### src/sv/rvm_pkg.sv
`timescale 1ns / 1ps
// rvm_pkg: widths, rail codes, status codes and the job record shared by
// the rail voltage monitor modules. No dependencies.
package rvm_pkg;

  localparam int SAMPLE_BITS = 12;
  localparam int GAIN_BITS   = 15;
  localparam int AVG_SHIFT   = 6;
  localparam int SCALED_W    = SAMPLE_BITS + GAIN_BITS;
  localparam int NUM_W       = SCALED_W + 2;
  localparam int Q_W         = GAIN_BITS + 1;
  localparam int R_W         = SCALED_W;
  localparam int MV_W        = 16;
  localparam longint FULL_SCALE = (longint'(1) << SAMPLE_BITS) - 1;

  typedef logic [1:0] rail_t;
  localparam rail_t RAIL_P5  = 2'd0;
  localparam rail_t RAIL_P12 = 2'd1;
  localparam rail_t RAIL_N12 = 2'd2;

  typedef enum logic [1:0] {
    RS_OK     = 2'd0,
    RS_WARN   = 2'd1,
    RS_FAIL   = 2'd2,
    RS_ABSENT = 2'd3
  } status_t;

  typedef struct packed {
    rail_t                  rail;
    logic [SAMPLE_BITS-1:0] avg;
  } rvm_job_t;

  // Millivolt gain per rail: 3300 mV full scale times 2, 4.3 and 9.2.
  function automatic logic [GAIN_BITS-1:0] rail_gain(input rail_t rail);
    logic [GAIN_BITS-1:0] g;
    case (rail)
      RAIL_P12: g = GAIN_BITS'(14190);
      RAIL_N12: g = GAIN_BITS'(30360);
      default:  g = GAIN_BITS'(6600);
    endcase
    return g;
  endfunction

endpackage

### src/sv/rvm_front.sv
`timescale 1ns / 1ps
// rvm_front: takes samples, tracks the round-robin rail and updates the
// per-rail running average. Depends on rvm_pkg.
module rvm_front import rvm_pkg::*; (
  input  logic                   clk,
  input  logic                   rst,
  input  logic                   accept,
  input  logic [SAMPLE_BITS-1:0] sample,
  output rvm_job_t               job
);

  rail_t                  rail;
  logic [SAMPLE_BITS-1:0] avg [3];
  logic [SAMPLE_BITS-1:0] cur;
  logic [SAMPLE_BITS+AVG_SHIFT-1:0] sum;
  logic [SAMPLE_BITS-1:0] avg_next;
  rail_t                  rail_next;

  always_comb begin
    case (rail)
      RAIL_P12: cur = avg[1];
      RAIL_N12: cur = avg[2];
      default:  cur = avg[0];
    endcase
    // avg*63 + sample, then floor divide by 64
    sum = {cur, AVG_SHIFT'(0)} - (SAMPLE_BITS+AVG_SHIFT)'(cur)
          + (SAMPLE_BITS+AVG_SHIFT)'(sample);
    avg_next = sum[SAMPLE_BITS+AVG_SHIFT-1:AVG_SHIFT];
    case (rail)
      RAIL_P5:  rail_next = RAIL_P12;
      RAIL_P12: rail_next = RAIL_N12;
      default:  rail_next = RAIL_P5;
    endcase
    job.rail = (rail == RAIL_P12 || rail == RAIL_N12) ? rail : RAIL_P5;
    job.avg  = avg_next;
  end

  always_ff @(posedge clk) begin
    if (rst) begin
      rail   <= RAIL_P5;
      avg[0] <= '0;
      avg[1] <= '0;
      avg[2] <= '0;
    end else if (accept) begin
      rail <= rail_next;
      case (rail)
        RAIL_P12: avg[1] <= avg_next;
        RAIL_N12: avg[2] <= avg_next;
        default:  avg[0] <= avg_next;
      endcase
    end
  end

endmodule

### src/sv/rvm_fifo.sv
`timescale 1ns / 1ps
// rvm_fifo: two-entry queue of jobs between front and back.
// Depends on rvm_pkg.
module rvm_fifo import rvm_pkg::*; (
  input  logic     clk,
  input  logic     rst,
  input  logic     wr_en,
  input  rvm_job_t wr_job,
  output logic     full,
  output logic     rd_valid,
  input  logic     rd_en,
  output rvm_job_t rd_job
);

  rvm_job_t   mem [2];
  logic       wr_ptr;
  logic       rd_ptr;
  logic [1:0] count;
  logic       do_wr;
  logic       do_rd;

  assign full     = (count == 2'd2);
  assign rd_valid = (count != 2'd0);
  assign rd_job   = mem[rd_ptr];
  assign do_wr    = wr_en && !full;
  assign do_rd    = rd_en && rd_valid;

  always_ff @(posedge clk) begin
    if (do_wr) begin
      mem[wr_ptr] <= wr_job;
    end
  end

  always_ff @(posedge clk) begin
    if (rst) begin
      wr_ptr <= 1'b0;
      rd_ptr <= 1'b0;
      count  <= 2'd0;
    end else begin
      if (do_wr) begin
        wr_ptr <= ~wr_ptr;
      end
      if (do_rd) begin
        rd_ptr <= ~rd_ptr;
      end
      if (do_wr && !do_rd) begin
        count <= count + 2'd1;
      end else if (do_rd && !do_wr) begin
        count <= count - 2'd1;
      end
    end
  end

endmodule

### src/sv/rvm_back.sv
`timescale 1ns / 1ps
// rvm_back: scales the average to millivolts (multiply, divide by full
// scale through end-around folds) and classifies the rail. Depends on rvm_pkg.
module rvm_back import rvm_pkg::*; (
  input  logic                   clk,
  input  logic                   rst,
  input  logic                   job_valid,
  input  rvm_job_t               job,
  output logic                   job_pop,
  output logic                   empty,
  input  logic                   pop,
  output logic [1:0]             rail_index,
  output logic [SAMPLE_BITS-1:0] average_code,
  output logic signed [MV_W-1:0] rail_millivolts,
  output logic [1:0]             rail_status
);

  localparam logic signed [NUM_W-1:0] N12_OFFSET = NUM_W'(longint'(27060) * FULL_SCALE);
  localparam logic [R_W-1:0]          FS_R       = R_W'(FULL_SCALE);
  localparam logic signed [MV_W-1:0]  N12_MV     = MV_W'(27060);

  logic                   advance;
  logic                   s1_valid, s2_valid, s3_valid;
  rvm_job_t               s1_job, s2_job;
  logic [SCALED_W-1:0]    s1_scaled;
  logic [Q_W-1:0]         s2_q;
  logic [R_W-1:0]         s2_r;
  logic signed [NUM_W-1:0] s2_num;

  logic [Q_W-1:0]         q0, qa, qb, qc;
  logic [R_W-1:0]         r0, r1, r2;
  logic signed [NUM_W-1:0] num1;
  logic signed [MV_W-1:0] mv;
  status_t                status;

  function automatic logic signed [NUM_W-1:0] th(input longint mv_val);
    return NUM_W'(mv_val * FULL_SCALE);
  endfunction

  assign advance = !s3_valid || pop;
  assign job_pop = advance && job_valid;
  assign empty   = !s3_valid;

  // first fold: x = q0*(2^B) + low, and 2^B = FS + 1
  always_comb begin
    q0   = Q_W'(s1_scaled >> SAMPLE_BITS);
    r0   = R_W'(s1_scaled[SAMPLE_BITS-1:0]) + R_W'(q0);
    num1 = $signed({2'b00, s1_scaled});
    if (s1_job.rail == RAIL_N12) begin
      num1 = num1 - N12_OFFSET;
    end
  end

  always_comb begin
    r1 = R_W'(s2_r[SAMPLE_BITS-1:0]) + (s2_r >> SAMPLE_BITS);
    qa = s2_q + Q_W'(s2_r >> SAMPLE_BITS);
    r2 = R_W'(r1[SAMPLE_BITS-1:0]) + (r1 >> SAMPLE_BITS);
    qb = qa + Q_W'(r1 >> SAMPLE_BITS);
    qc = (r2 >= FS_R) ? qb + Q_W'(1) : qb;
    mv = $signed(MV_W'(qc));
    if (s2_job.rail == RAIL_N12) begin
      mv = mv - N12_MV;
    end
  end

  always_comb begin
    case (s2_job.rail)
      RAIL_P12: begin
        if (s2_num < th(1000)) begin
          status = RS_ABSENT;
        end else if (s2_num > th(13200) || s2_num < th(10800)) begin
          status = RS_FAIL;
        end else if (s2_num > th(12600) || s2_num < th(11400)) begin
          status = RS_WARN;
        end else begin
          status = RS_OK;
        end
      end
      RAIL_N12: begin
        if (s2_num >= th(-2000)) begin
          status = RS_ABSENT;
        end else if (s2_num > th(-10800) || s2_num < th(-13200)) begin
          status = RS_FAIL;
        end else if (s2_num > th(-11400) || s2_num < th(-12600)) begin
          status = RS_WARN;
        end else begin
          status = RS_OK;
        end
      end
      default: begin
        if (s2_num < th(1000)) begin
          status = RS_ABSENT;
        end else if (s2_num > th(5500) || s2_num < th(4500)) begin
          status = RS_FAIL;
        end else if (s2_num > th(5250) || s2_num < th(4750)) begin
          status = RS_WARN;
        end else begin
          status = RS_OK;
        end
      end
    endcase
  end

  always_ff @(posedge clk) begin
    if (rst) begin
      s1_valid <= 1'b0;
      s2_valid <= 1'b0;
      s3_valid <= 1'b0;
    end else if (advance) begin
      s1_valid <= job_valid;
      s2_valid <= s1_valid;
      s3_valid <= s2_valid;
    end
  end

  always_ff @(posedge clk) begin
    if (advance) begin
      s1_job          <= job;
      s1_scaled       <= SCALED_W'(job.avg) * SCALED_W'(rail_gain(job.rail));
      s2_job          <= s1_job;
      s2_q            <= q0;
      s2_r            <= r0;
      s2_num          <= num1;
      rail_index      <= s2_job.rail;
      average_code    <= s2_job.avg;
      rail_millivolts <= mv;
      rail_status     <= status;
    end
  end

endmodule

### src/sv/rail_voltage_monitor.sv
`timescale 1ns / 1ps
// rail_voltage_monitor: an accepted sample is written to the queue at the accepting
// edge, then registered through multiply, first fold, and final fold with classify.
// Throughput is one sample per cycle while results are popped: the back pipeline
// advances when its result register is free or popped; the two-entry queue sets full.
// Synchronous reset clears rail order, all three averages, the queue and pipeline.
// Depends on rvm_pkg, rvm_front, rvm_fifo, rvm_back.
module rail_voltage_monitor import rvm_pkg::*; (
  input  logic                   clk,
  input  logic                   rst,
  input  logic                   push,
  output logic                   full,
  input  logic [SAMPLE_BITS-1:0] sample,
  output logic                   empty,
  input  logic                   pop,
  output logic [1:0]             rail_index,
  output logic [SAMPLE_BITS-1:0] average_code,
  output logic signed [MV_W-1:0] rail_millivolts,
  output logic [1:0]             rail_status
);

  logic     accept;
  rvm_job_t front_job;
  logic     q_valid;
  logic     q_pop;
  rvm_job_t q_job;
  rail_t    exp_rail;

  assign accept = push && !full;

  rvm_front u_front (
    .clk    (clk),
    .rst    (rst),
    .accept (accept),
    .sample (sample),
    .job    (front_job)
  );

  rvm_fifo u_fifo (
    .clk      (clk),
    .rst      (rst),
    .wr_en    (accept),
    .wr_job   (front_job),
    .full     (full),
    .rd_valid (q_valid),
    .rd_en    (q_pop),
    .rd_job   (q_job)
  );

  rvm_back u_back (
    .clk             (clk),
    .rst             (rst),
    .job_valid       (q_valid),
    .job             (q_job),
    .job_pop         (q_pop),
    .empty           (empty),
    .pop             (pop),
    .rail_index      (rail_index),
    .average_code    (average_code),
    .rail_millivolts (rail_millivolts),
    .rail_status     (rail_status)
  );

  // expected rail of the next result, for checking order only
  always_ff @(posedge clk) begin
    if (rst) begin
      exp_rail <= RAIL_P5;
    end else if (pop && !empty) begin
      exp_rail <= (exp_rail == RAIL_N12) ? RAIL_P5 : exp_rail + 2'd1;
    end
  end

  a_rail_order: assert property (@(posedge clk) disable iff (rst)
    !empty |-> rail_index == exp_rail)
    else $error("result rail out of round-robin order");

  a_reset_empty: assert property (@(posedge clk)
    rst |=> empty)
    else $error("result shown right after reset");

  a_low_absent: assert property (@(posedge clk) disable iff (rst)
    (!empty && rail_index != RAIL_N12 && rail_millivolts < 16'sd1000)
      |-> rail_status == RS_ABSENT)
    else $error("positive rail below 1 V not flagged absent");

  a_neg_absent: assert property (@(posedge clk) disable iff (rst)
    (!empty && rail_index == RAIL_N12 && rail_millivolts >= -16'sd2000)
      |-> rail_status == RS_ABSENT)
    else $error("negative rail above -2 V not flagged absent");

endmodule

### config.mk
export PLATFORM = sky130hd
export DESIGN_NAME = rail_voltage_monitor
export DESIGN_NICKNAME = d
export VERILOG_FILES = /design/src/sv/rvm_pkg.sv /design/src/sv/rvm_front.sv /design/src/sv/rvm_fifo.sv /design/src/sv/rvm_back.sv /design/src/sv/rail_voltage_monitor.sv
export SDC_FILE = /design/constraint.sdc
export NUM_CORES = 1
export LEC_CHECK = 0
export BUFFER_PORTS_ARGS = -buffer_cell sky130_fd_sc_hd__buf_2
export CAP_MARGIN = 20
export CORE_UTILIZATION = 30
export DETAILED_ROUTE_END_ITERATION = 16
export HOLD_SLACK_MARGIN = 0.03
export PLACE_DENSITY = 0.49
export SYNTH_ARGS = -nofsm -noshare
export SYNTH_HDL_FRONTEND = slang
export SYNTH_SLANG_ARGS = --single-unit
### constraint.sdc
create_clock -name clk -period 8.6 [get_ports clk]
set_clock_uncertainty 0.05 [all_clocks]
set_input_delay 1.29 -clock clk [delete_from_list [all_inputs] [get_ports clk]]
set_output_delay 1.29 -clock clk [all_outputs]
set_load 0.005 [all_outputs]
==> metrics <==
FF-to-FF setup slack=around 1.5 ns; final worst slack=between 1.5 and 2 ns; max-slew violation count=0; drt wl/cell=15.9 um; Area contributors post-synth=edfxtp_1 (37%), fa_1 (15%), ha_1 (9.5%); number of clock sinks=between 200 and 250; Initial Utilization=0.304; Fillers=between 5000 and 6000; CTS Buf Count=27; Syn Inst Count=between 1500 and 2000; Post-Route Setup TNS=0 ns; vias in the first global route=11268; setup violators final=0; cell count of the worst reg-to-reg path=22; Crit path max-delay family=adder cells; first-pass GRT wire length=~60000 um; clock slew at reported path FFs=roughly 0.07 ns; CTS root buf=clkbuf_16; period utilisation layout=0.821; Clock H-tree levels=1; most frequent cells in the layout=inv_1 (207), edfxtp_1 (207), nor2_1 (131); Area Growth Syn to Fin=11.1%; EDFF count, synth=~210; Synthesis Warnings=0; antenna violations before repair=1; ANT cells=0; via/cell ratio=around 4.7; Core Area=0.0551 mm^2; grt ovf=0; area leader, netlist=edfxtp_1; Post-Route WL=between 30000 and 40000 um; status=finished, final reports clean; Startpoint Class=flip-flop; CP Capture Type=flip-flop; Hold Path End=u_back.s2_job[10]; Max Freq=approximately 140 MHz; largest net degree at the start of global routing=75; CTS Buffer Depth=3; final hold viol count=0; CTS tree=yes; Antenna Nets Post-Route=0; Worst Tran Pin Value=0.918 ns; synth unique cells=92; die area=about 0.057 mm^2; crit path time final=7.06 ns; Arrival @ worst endpoint=between 7 and 8 ns; Synth top area share=0.371; Hold Path Class=reg2reg; ys flop type=edfxtp_1; Skew-Pair Late Insertion Delay=between 0.5 and 0.6 ns; CP max stage delay=0.80 ns; vias post-DR=around 11000; worst hold path depth=0; CP Buf/Inv Count=6; CP max stage cell=ha_1; critical path type=reg2reg; Worst slew margin=0.387; # IOs=50; GR Util All Layers=0.134; register area share after synthesis=0.383; RSZ-0062 raised after global routing=false; worst r2r dst=u_back.s1_scaled[26]; number of max-cap violations=0; Register Area=0.00642 mm^2; area of the multi-input gates=around 0.0094 mm^2; cells along the critical path=buf_4, mux2i_1, inv_1, ha_1, nor2b_1, fa_1, inv_1, fa_1, inv_1, fa_1, fa_1, inv_1, fa_1, inv_1, ha_1, and2_1, o21ai_0, a21boi_0, a21oi_1, a221oi_1, a21oi_1, xnor2_1; Port Buffers=between 40 and 50; post-CTS setup buffer count=0; Placer Congestion=roughly 0.87; Pre-antenna DRT Iters=6; Syn Area/Cell=roughly 11 um^2; residual DRC count=0; DRT iter0 DRCs=between 500 and 600; syn nets=around 1800; asr flop ratio synth=0; #FFs+latches synth=about 220; Worst EP required=about 9 ns; CP Max Fanout=27; layout cells sized above 1=0.0917; Hold Startpoint=u_back.s1_job[10]; pre-CTS setup slack=about 1.5 ns; cts hold-fix bufs=0; Nets=between 1500 and 2000; Die Span X=about 240 um; Final Util=0.338; cell area after synthesis=0.0168 mm^2; die height=238 um; post_cts resized=0; Rows=86; Final HPWL DP=between 30000 and 40000 um
cell usage after synthesis, types with 3 or more instances:
| library cell | instances |
|---|---|
| mux2i_1 | 15 |
| nor2b_1 | 34 |
| nand2b_1 | 16 |
| a22oi_1 | 12 |
| o31ai_1 | 6 |
| ha_1 | 127 |
| o21bai_1 | 7 |
| o2111ai_1 | 3 |
| o211ai_1 | 10 |
| o21ai_1 | 4 |
| and2_1 | 16 |
| and4_1 | 6 |
| nor3b_1 | 3 |
| o21a_1 | 8 |
| or4_1 | 3 |
| a21o_1 | 13 |
| a221oi_1 | 6 |
| xor2_1 | 37 |
| a21oi_1 | 77 |
| dfxtp_1 | 10 |
| nor4b_1 | 4 |
| and3_1 | 20 |
| o311a_1 | 3 |
| a21boi_0 | 18 |
| a211oi_1 | 6 |
| nand4_1 | 15 |
| nor4_1 | 13 |
| nor3_2 | 3 |
| xnor2_1 | 62 |
| a21oi_2 | 3 |
| a31oi_1 | 11 |
| or2_2 | 18 |
| o21ai_0 | 42 |
| or3_1 | 8 |
| nor2_1 | 131 |
| mux2_2 | 4 |
| clkbuf_1 | 44 |
| inv_1 | 208 |
| nor3_1 | 26 |
| edfxtp_1 | 207 |
| fa_1 | 122 |
| nand3_1 | 28 |
| nand2_1 | 108 |
how the worst max path moves through the flow:
stage	from	slack (ns)	endpoint	cells past startpoint
after floorplan	flip-flop	1.72	u_back.s1_scaled[24]	25
after global placement	flip-flop	1.65	u_back.s1_scaled[24]	22
after detailed placement	flip-flop	1.53	u_back.s1_scaled[26]	22
after CTS	flip-flop	1.48	u_back.s1_scaled[26]	22
after global routing	flip-flop	0.95	u_back.s1_scaled[24]	22
final	flip-flop	1.54	u_back.s1_scaled[26]	22
metal layers:
metal	GRT usage	vias up	wire, um
met5	0	-	0
met3	0.0163	42	1160
met2	0.249	164	19700
li1	-	5555	-
met4	0.0301	0	616
met1	0.164	5396	16500
flip-flops by register name, summed over array words and instances, names as in the netlist, 2 cells and up, named ones only:
register                count
u_front.avg                36
u_back.rail_millivolts     16
u_back.rail_index           2
u_back.s2_r                15
u_back.s1_scaled           26
u_fifo.mem                 28
u_back.rail_status          2
u_back.s2_q                15
u_front.rail                2
u_back.s2_num              27
u_fifo.count                2
u_back.average_code        12
u_back.s2_job              14
u_back.s1_job              14
stage by stage:
step                      hold slack (ns)  area, um^2  instances
after global placement              0.354       17800       2334
after detailed placement            0.355       17800       2334
after CTS                           0.368       18600       2383
after global routing                0.372       18600       2383
after floorplan                     0.350       16800       1579
final                               0.362       18600       2383
layout make-up:
class,instances,share of cell area
multi-input combinational,1106,0.503
sequential,217,0.345
tap,748,0.0503
inverter,208,0.0422
clock buffer,30,0.0369
timing repair buffer,55,0.0156
clock inverter,19,0.00666
cell families (layout without fill, tap and decap cells):
kind of cell,count (synthesis),count (layout),synth area share
AO/OA/AOI/OAI,265,265,0.110
AND/OR/NAND/NOR,470,470,0.142
buffers and inverters,256,312,0.0579
XOR/XNOR,102,102,0.0547
flip-flops,217,217,0.383
multiplexers,20,20,0.0123
adder cells (fa/ha/maj),249,249,0.241
worst register-to-register path, delay by kind of cell, from the launching register on:
kind	cells	cell delay, ns
xor gates and xnor gates	1	0.14
muxes	1	0.33
DFF	1	0.31
AOI/OAI and AO/OA	5	1.26
adders and majority gates	7	3.69
buffers and inverters	6	0.55
and+or+nand+nor	2	0.44
Power is left out: the tool's default activity adds up to more than one toggle a clock period on the data nets, which glitch-free logic cannot reach.
